<file path="src/hw/rtl/bsh_pkg.sv">
// ----------------------------------------------------------------------------
// bsh_pkg
// Shared types and constants for the bounded sample history block.
// ----------------------------------------------------------------------------
package bsh_pkg;

  localparam int DEPTH        = 64;
  localparam int SAMPLE_WIDTH = 32;
  localparam int ADDR_WIDTH   = $clog2(DEPTH);
  localparam int COUNT_WIDTH  = $clog2(DEPTH + 1);

  localparam logic [COUNT_WIDTH-1:0] DEPTH_COUNT = COUNT_WIDTH'(DEPTH);

  typedef logic signed [SAMPLE_WIDTH-1:0] sample_t;
  typedef logic [COUNT_WIDTH-1:0]         count_t;
  typedef logic [ADDR_WIDTH-1:0]          addr_t;

  typedef enum logic {
    ACT_ADD      = 1'b0,
    ACT_RETRIEVE = 1'b1
  } action_t;

  typedef enum logic {
    ST_IDLE,
    ST_READ
  } state_t;

  // controller to datapath
  typedef struct packed {
    logic accept;  // an item is taken this cycle
    logic add;     // the item appends a sample
    logic start;   // the item opens a retrieve with at least one result
    logic issue;   // launch one read step
  } cmd_t;

  // datapath to controller
  typedef struct packed {
    logic advance;    // the read pipeline moves this cycle
    logic get_empty;  // the offered retrieve asks for no results
    logic last_step;  // the current read step is the final one
  } stat_t;

endpackage

</file>
<file path="src/hw/rtl/bsh_in_if.sv">
// ----------------------------------------------------------------------------
// bsh_in_if
// Input item channel: add or retrieve request.
// ----------------------------------------------------------------------------
interface bsh_in_if;
  logic                     valid;
  logic                     ready;
  logic                     action;
  bsh_pkg::sample_t         sample_in;
  bsh_pkg::count_t          count_requested;

  modport source (output valid, action, sample_in, count_requested, input ready);
  modport sink   (input valid, action, sample_in, count_requested, output ready);
endinterface

</file>
<file path="src/hw/rtl/bsh_out_if.sv">
// ----------------------------------------------------------------------------
// bsh_out_if
// Result channel: one retrieved sample per word.
// ----------------------------------------------------------------------------
interface bsh_out_if;
  logic             valid;
  logic             ready;
  bsh_pkg::sample_t sample_out;
  logic             sample_valid;
  logic             last;

  modport source (output valid, sample_out, sample_valid, last, input ready);
  modport sink   (input valid, sample_out, sample_valid, last, output ready);
endinterface

</file>
<file path="src/hw/rtl/bsh_cfg_if.sv">
// ----------------------------------------------------------------------------
// bsh_cfg_if
// Configuration write channel for the max_samples register.
// ----------------------------------------------------------------------------
interface bsh_cfg_if;
  logic            valid;
  logic            ready;
  bsh_pkg::count_t data;

  modport source (output valid, data, input ready);
  modport sink   (input valid, data, output ready);
endinterface

</file>
<file path="src/hw/rtl/bounded_sample_history.sv">
// ----------------------------------------------------------------------------
// bounded_sample_history
// Ring history of the newest samples under a configurable limit.
// ----------------------------------------------------------------------------
// Add: no result word.
// Retrieve of N words: each read passes a read stage and a result register;
// one word per cycle unless the receiver stalls; the next item is taken once
// all N reads have issued. One read port on the sample store sets that pace.
// Synchronous reset clears counters and pipeline, sets max_samples to 64;
// sample store contents are not cleared.
module bounded_sample_history (
  input  logic      clk,
  input  logic      rst,
  bsh_in_if.sink    item,
  bsh_cfg_if.sink   cfg,
  bsh_out_if.source result
);
  import bsh_pkg::*;

  cmd_t  cmd;
  stat_t stat;

  bsh_ctrl u_ctrl (
    .clk       (clk),
    .rst       (rst),
    .in_valid  (item.valid),
    .in_action (item.action),
    .in_ready  (item.ready),
    .stat      (stat),
    .cmd       (cmd)
  );

  bsh_datapath u_datapath (
    .clk             (clk),
    .rst             (rst),
    .sample_in       (item.sample_in),
    .count_requested (item.count_requested),
    .cmd             (cmd),
    .stat            (stat),
    .cfg             (cfg),
    .result          (result)
  );

endmodule

</file>
<file path="src/hw/rtl/bsh_ctrl.sv">
// ----------------------------------------------------------------------------
// bsh_ctrl
// Controller: takes items while idle and steps through retrieve reads.
// ----------------------------------------------------------------------------
module bsh_ctrl (
  input  logic           clk,
  input  logic           rst,
  input  logic           in_valid,
  input  logic           in_action,
  output logic           in_ready,
  input  bsh_pkg::stat_t stat,
  output bsh_pkg::cmd_t  cmd
);
  import bsh_pkg::*;

  state_t state;
  state_t state_next;

  always_ff @(posedge clk) begin
    if (rst) begin
      state <= ST_IDLE;
    end else begin
      state <= state_next;
    end
  end

  always_comb begin
    state_next = state;
    case (state)
      ST_IDLE: begin
        if (in_valid && in_action == ACT_RETRIEVE && !stat.get_empty) begin
          state_next = ST_READ;
        end
      end
      ST_READ: begin
        if (stat.advance && stat.last_step) begin
          state_next = ST_IDLE;
        end
      end
      default: state_next = ST_IDLE;
    endcase
  end

  always_comb begin
    in_ready   = 1'b0;
    cmd        = '0;
    case (state)
      ST_IDLE: begin
        in_ready   = 1'b1;
        cmd.accept = in_valid;
        cmd.add    = in_valid && in_action == ACT_ADD;
        cmd.start  = in_valid && in_action == ACT_RETRIEVE && !stat.get_empty;
      end
      ST_READ: begin
        cmd.issue = stat.advance;
      end
      default: begin
        in_ready = 1'b0;
      end
    endcase
  end

endmodule

</file>
<file path="src/hw/rtl/bsh_datapath.sv">
// ----------------------------------------------------------------------------
// bsh_datapath
// Ring store, counters, limit register and the two-stage read pipeline.
// ----------------------------------------------------------------------------
module bsh_datapath (
  input  logic             clk,
  input  logic             rst,
  input  bsh_pkg::sample_t sample_in,
  input  bsh_pkg::count_t  count_requested,
  input  bsh_pkg::cmd_t    cmd,
  output bsh_pkg::stat_t   stat,
  bsh_cfg_if.sink          cfg,
  bsh_out_if.source        result
);
  import bsh_pkg::*;

  sample_t mem [DEPTH];

  count_t  max_samples;
  addr_t   write_position;
  count_t  stored_count;
  logic [31:0] total_added;

  count_t  limit;
  count_t  trimmed;
  count_t  req_len;
  count_t  req_n;
  count_t  step;
  count_t  step_inc;
  addr_t   read_addr;

  sample_t read_data;
  logic    s1_valid;
  logic    s1_sample_valid;
  logic    s1_last;
  logic    s2_valid;

  assign cfg.ready = 1'b1;

  always_ff @(posedge clk) begin
    if (rst) begin
      max_samples <= DEPTH_COUNT;
    end else if (cfg.valid) begin
      max_samples <= cfg.data;
    end
  end

  assign limit    = (max_samples > DEPTH_COUNT) ? DEPTH_COUNT : max_samples;
  // apply any pending trim from a lowered limit
  assign trimmed  = (stored_count > limit) ? limit : stored_count;
  assign req_len  = (count_requested == '0) ? limit :
                    ((count_requested > DEPTH_COUNT) ? DEPTH_COUNT : count_requested);
  assign step_inc = step + count_t'(1);

  assign stat.get_empty = (req_len == '0);
  assign stat.last_step = (step_inc == req_n);
  assign stat.advance   = !s2_valid || result.ready;

  always_ff @(posedge clk) begin
    if (rst) begin
      write_position <= '0;
      stored_count   <= '0;
      total_added    <= '0;
    end else if (cmd.accept) begin
      stored_count <= trimmed;
      if (cmd.add) begin
        total_added <= total_added + 32'd1;
        if (limit != '0) begin
          write_position <= write_position + addr_t'(1);
          if (trimmed < limit) begin
            stored_count <= trimmed + count_t'(1);
          end
        end
      end
    end
  end

  always_ff @(posedge clk) begin
    if (cmd.add && limit != '0) begin
      mem[write_position] <= sample_in;
    end
  end

  // newest first: walk back from the slot before the write position
  assign read_addr = write_position - addr_t'(1) - step[ADDR_WIDTH-1:0];

  always_ff @(posedge clk) begin
    if (cmd.start) begin
      req_n <= req_len;
      step  <= '0;
    end else if (cmd.issue) begin
      step  <= step_inc;
    end
  end

  always_ff @(posedge clk) begin
    if (cmd.issue) begin
      read_data       <= mem[read_addr];
      s1_sample_valid <= (step < stored_count);
      s1_last         <= stat.last_step;
    end
  end

  // hold both stages while the result word is stalled
  always_ff @(posedge clk) begin
    if (rst) begin
      s1_valid <= 1'b0;
      s2_valid <= 1'b0;
    end else if (stat.advance) begin
      s1_valid <= cmd.issue;
      s2_valid <= s1_valid;
    end
  end

  always_ff @(posedge clk) begin
    if (stat.advance && s1_valid) begin
      result.sample_out   <= s1_sample_valid ? read_data : '0;
      result.sample_valid <= s1_sample_valid;
      result.last         <= s1_last;
    end
  end

  assign result.valid = s2_valid;

endmodule

</file>
<file path="src/flat_wrapper.sv">
// flat-port wrapper written by rule: the top's interface ports become plain ports
module bounded_sample_history_flat import bsh_pkg::*;
  (clk, rst, item_valid, item_action, item_sample_in, item_count_requested, item_ready, cfg_valid, cfg_data, cfg_ready, result_valid, result_sample_out, result_sample_valid, result_last, result_ready);
  bsh_in_if item_i ();
  bsh_cfg_if cfg_i ();
  bsh_out_if result_i ();
  input  logic clk;
  input  logic rst;
  input wire logic [$bits(item_i.valid)-1:0] item_valid;
  input wire logic [$bits(item_i.action)-1:0] item_action;
  input wire logic [$bits(item_i.sample_in)-1:0] item_sample_in;
  input wire logic [$bits(item_i.count_requested)-1:0] item_count_requested;
  output wire logic [$bits(item_i.ready)-1:0] item_ready;
  input wire logic [$bits(cfg_i.valid)-1:0] cfg_valid;
  input wire logic [$bits(cfg_i.data)-1:0] cfg_data;
  output wire logic [$bits(cfg_i.ready)-1:0] cfg_ready;
  output wire logic [$bits(result_i.valid)-1:0] result_valid;
  output wire logic [$bits(result_i.sample_out)-1:0] result_sample_out;
  output wire logic [$bits(result_i.sample_valid)-1:0] result_sample_valid;
  output wire logic [$bits(result_i.last)-1:0] result_last;
  input wire logic [$bits(result_i.ready)-1:0] result_ready;
  assign item_i.valid = item_valid;
  assign item_i.action = item_action;
  assign item_i.sample_in = item_sample_in;
  assign item_i.count_requested = item_count_requested;
  assign item_ready = item_i.ready;
  assign cfg_i.valid = cfg_valid;
  assign cfg_i.data = cfg_data;
  assign cfg_ready = cfg_i.ready;
  assign result_valid = result_i.valid;
  assign result_sample_out = result_i.sample_out;
  assign result_sample_valid = result_i.sample_valid;
  assign result_last = result_i.last;
  assign result_i.ready = result_ready;
  bounded_sample_history u_core (.clk(clk), .rst(rst), .item(item_i), .cfg(cfg_i), .result(result_i));
endmodule
</file>
<file path="config.mk">
export PLATFORM = sky130hd
export DESIGN_NAME = bounded_sample_history_flat
export DESIGN_NICKNAME = d
export VERILOG_FILES = /design/src/hw/rtl/bsh_pkg.sv /design/src/hw/rtl/bsh_in_if.sv /design/src/hw/rtl/bsh_out_if.sv /design/src/hw/rtl/bsh_cfg_if.sv /design/src/hw/rtl/bounded_sample_history.sv /design/src/hw/rtl/bsh_ctrl.sv /design/src/hw/rtl/bsh_datapath.sv /design/src/flat_wrapper.sv
export SDC_FILE = /design/constraint.sdc
export NUM_CORES = 2
export LEC_CHECK = 0
export BUFFER_PORTS_ARGS = -buffer_cell sky130_fd_sc_hd__buf_2
export CORE_UTILIZATION = 55
export DETAILED_ROUTE_END_ITERATION = 8
export PLACE_DENSITY_LB_ADDON = 0.25
export SLEW_MARGIN = 20
export SYNTH_ARGS = -nofsm -noshare
export SYNTH_HDL_FRONTEND = slang
export SYNTH_SLANG_ARGS = --single-unit
</file>
<file path="constraint.sdc">
create_clock -name clk -period 4 [get_ports clk]
set_clock_uncertainty 0.15 [all_clocks]
set_input_delay 0.4 -clock clk [delete_from_list [all_inputs] [get_ports clk]]
set_output_delay 0.4 -clock clk [all_outputs]
set_load 0.01 [all_outputs]
</file>
==> flow_metrics.py <==
metrics = {
    "clock_tree": {
        "cts_made_buffers": 203,
        "numClockSinks": 2153,
        "path_clk_slew_ns": 0.06,
        "cts_buffer_depth": 3,
        "htree_levels": 4,
        "tritoncts": "done",
        "clock_latency_ns": 0.83,
        "post_cts.repair.setup_buffers": 0,
        "clock-root-buffer": "clkbuf_16",
    },
    "sta": {
        "relSlewSlack": 0.241,
        "whs_ns": -0.0155,
        "drv_slew": 0,
        "setup-violations-final": 0,
        "hold_viol": 78,
        "finalCritPeriodShare": 0.978,
        "fmax_ghz": 0.256,
        "worst_pin_slew_ns": 1.14,
        "final.min_clock_period_ns": 3.91,
    },
    "floorplanning": {
        "rows": 142,
        "ioPinCount": 89,
        "start_util": 0.554,
        "core-area_sq_um": 150000,
        "die_w_microns": 390,
        "die_h_microns": 390,
        "die-area_sq_um": 152000,
    },
    "logic_synthesis": {
        "synth_edf_count": 2123,
        "synth_ff_type": "edfxtp_1",
        "syn_area_sq_um": 82800,
        "syn_avg_cell_area_sq_um": 23.7,
        "ys_seq_elements": 2153,
        "syn_nets": 3567,
        "synth_warnings": 0,
        "netlist-cell-type-count": 48,
        "synth_cells": 3487,
        "synth-seq-area-share": 0.777,
        "postSynth.asyncResetShare": 0,
    },
    "hold_path": {
        "holdPathEnd": "u_core.u_datapath.mem[39][9]",
        "whs_path_depth": 1,
        "hold_start": "item_sample_in[9]",
        "hold_path_class": "input pin to flop",
    },
    "critical_path": {
        "path_common_cell": "mux4_2",
        "arrival_ns": 4.31,
        "crit_path_end_kind": "flop",
        "r2r-start": "u_core.u_datapath.write_position[0]",
        "regToRegSetupSlack_ns": 0.09,
        "crit_type": "flop to flop",
        "cp_slowest_stage_delay_ns": 0.80,
        "r2r_end": "u_core.u_datapath.read_data[23]",
        "crit_start": "u_core.u_datapath.write_position[0]",
        "path_cells": "ha_4 > inv_1 > fa_4 > buf_12 > buf_16 > buf_4 > mux4_2 > mux4_2 > mux2i_1 > a21oi_1",
        "reg2reg_depth": 10,
        "required_ns": 4.40,
        "crit_slowest_cell": "fa_4",
        "cp-start-kind": "flop",
        "critPathMaxFanout": 52,
    },
    "global_routing": {
        "grt_pass1_wl_mm": 286,
        "grt_pass1_vias": 39300,
        "grt_usage": 0.269,
        "antenna_found_initial": 9,
        "grt.overflow.total": 0,
        "grt_max_degree": 65,
    },
    "layout": {
        "nNetsFinal": 3996,
        "drive_gt1_frac": 0.333,
        "syn2layout_area_growth_pct": 15.2,
        "final_cells": 6108,
        "layout_common_cells": "edfxtp_1, mux4_2, buf_4",
        "final_common_cell": "edfxtp_1",
        "fin_area_sq_um": 95400,
    },
    "placed_design": {
        "place_inst": 5669,
        "gp_congestion": 0.834,
        "placed_area_sq_um": 88200,
        "dp_hpwl_mm": 111,
        "port_buffers": 87,
    },
    "outcome": {
        "failed_checks": "negative hold slack",
        "status": "complete, but fails checks",
    },
    "detailed_routing": {
        "dr.pass1.iters": 5,
        "dr_total_vias": 39500,
        "vias_per_cell": 6.47,
        "drt_wl_total_mm": 201,
        "routed-wl-met2_mm": 98.6,
        "top_layer_used": "met5",
        "dr_wl_met3_mm": 19.6,
        "met1Wirelength_mm": 79.2,
        "drc": 0,
        "drtAntennaViolNets": 0,
        "drt_iter0_drc": 4903,
        "routedWlPerCell_microns": 32.9,
    },
    "power_and_ir_drop": {
        "p_leak_nw": 30.3,
        "peakVddDrop_v": 0.000507,
        "p_per_area_nw_per_um2": 595,
    },
    "job": {
        "cap_violations": 0,
    },
}
where the power goes:
part | total [mW] | switching (mW) | internal (mW) | leakage, nW
combinational | 12.9 | 5.97 | 6.95 | 7.76
sequential | 25.2 | 0.185 | 25.0 | 19.3
clock | 18.6 | 8.10 | 10.5 | 3.14
worst max-delay path: cells and delay by family (launching register included):
kind | cells | cell delay [ns]
AO/OA/AOI/OAI | 1 | 0.12
flip-flops | 1 | 0.38
multiplexers | 3 | 1.23
adder cells (fa/ha/maj) | 2 | 0.95
buffers and inverters | 4 | 0.75
through the flow:
| step | setup WS (ns) | utilization | hold WS, ns | power, mW | setup TNS [ns] |
|---|---|---|---|---|---|
| final | 0.0892 | 0.638 | -0.0155 | 56.7 | 0 |
| after global routing | -0.00733 | 0.638 | 0.000201 | 58.5 | -0.00733 |
| after CTS | 0.0755 | 0.635 | 0.138 | 57.0 | 0 |
| after detailed placement | -0.217 | 0.590 | 0.286 | 38.5 | -0.290 |
| after global placement | -0.189 | 0.590 | 0.284 | 38.5 | -0.202 |
| after floorplan | 0.236 | - | 0.250 | 34.4 | 0 |
synthesized netlist by cell type (2+ instances only):
master / count / area [sq um]
o2111ai_1: 2 / 17.5
xor2_1: 10 / 87.6
buf_4: 8 / 60.1
nand4_1: 10 / 62.6
or3_1: 3 / 18.8
a211oi_1: 36 / 270
nand2b_1: 2 / 12.5
a21oi_1: 55 / 275
ha_1: 27 / 338
clkbuf_1: 93 / 349
buf_6: 11 / 124
nand3_1: 12 / 60.1
nand2_1: 26 / 97.6
nor3_1: 5 / 25.0
dfxtp_1: 30 / 601
o31ai_1: 2 / 15.0
buf_1: 12 / 45.0
and2_1: 33 / 206
o21ai_1: 5 / 25.0
o21ai_0: 11 / 55.1
mux2_2: 2 / 22.5
buf_2: 59 / 295
inv_1: 31 / 116
nor2_1: 111 / 417
nand3b_1: 4 / 30.0
xnor2_1: 17 / 149
nor2b_1: 43 / 269
edfxtp_1: 2123 / 63800
a21o_1: 5 / 37.5
mux4_2: 640 / 14400
mux2i_1: 42 / 420
area by class of cell:
type	instances	area [sq um]
inverters	31	116
well taps	2016	2520
fillers	9630	54200
diodes	4	10.0
multi-input cells	1120	18100
repair buffers	407	3930
flip-flops and latches	2153	64400
clock buffers	249	5320
clock inverters	128	1060
how the worst max path moves through the flow:
stage / endpoint / slack [ns] / cells past startpoint
after floorplan: u_core.u_datapath.stored_count[6] / 0.24 / 17
after global placement: u_core.u_datapath.read_data[24] / -0.19 / 11
after detailed placement: u_core.u_datapath.read_data[24] / -0.22 / 11
after CTS: u_core.u_datapath.read_data[23] / 0.08 / 10
after global routing: u_core.u_datapath.stored_count[5] / -0.007 / 17
final: u_core.u_datapath.read_data[23] / 0.09 / 10
cells by family after synthesis:
logic type                 count (synthesis)  synth area share
DFF                                     2153             0.777
muxes                                    684             0.179
and+or+nand+nor                          258            0.0153
buffers and inverters                    214            0.0120
AOI/OAI and AO/OA                        122           0.00898
adders and majority gates                 28           0.00432
xor gates and xnor gates                  27           0.00286
other                                      1         0.0000453
metal layers:
layer,up-vias,global-route usage
li1,15800,-
met1,21400,0.394
met2,2130,0.427
met3,252,0.0512
met4,6,0.0617
met5,-,0
what timing repair did:
action	CTS	global route
endpoints found under the setup margin	3	10
hold endpoints to repair	54	352
hold buffers	39	16
gates resized for setup	4	12
pin swaps	0	0
sequential cells by signal, summed over array words and instances (netlist names), 6 cells and up:
name / cells
u_core.u_datapath.write_position: 6
u_core.u_datapath.stored_count: 7
u_core.u_datapath.req_n: 7
u_core.u_datapath.read_data: 32
u_core.u_datapath.result.sample_out: 32
u_core.u_datapath.mem: 2048
u_core.u_datapath.step: 7
u_core.u_datapath.max_samples: 7
Power figures use the tool's default switching activity.
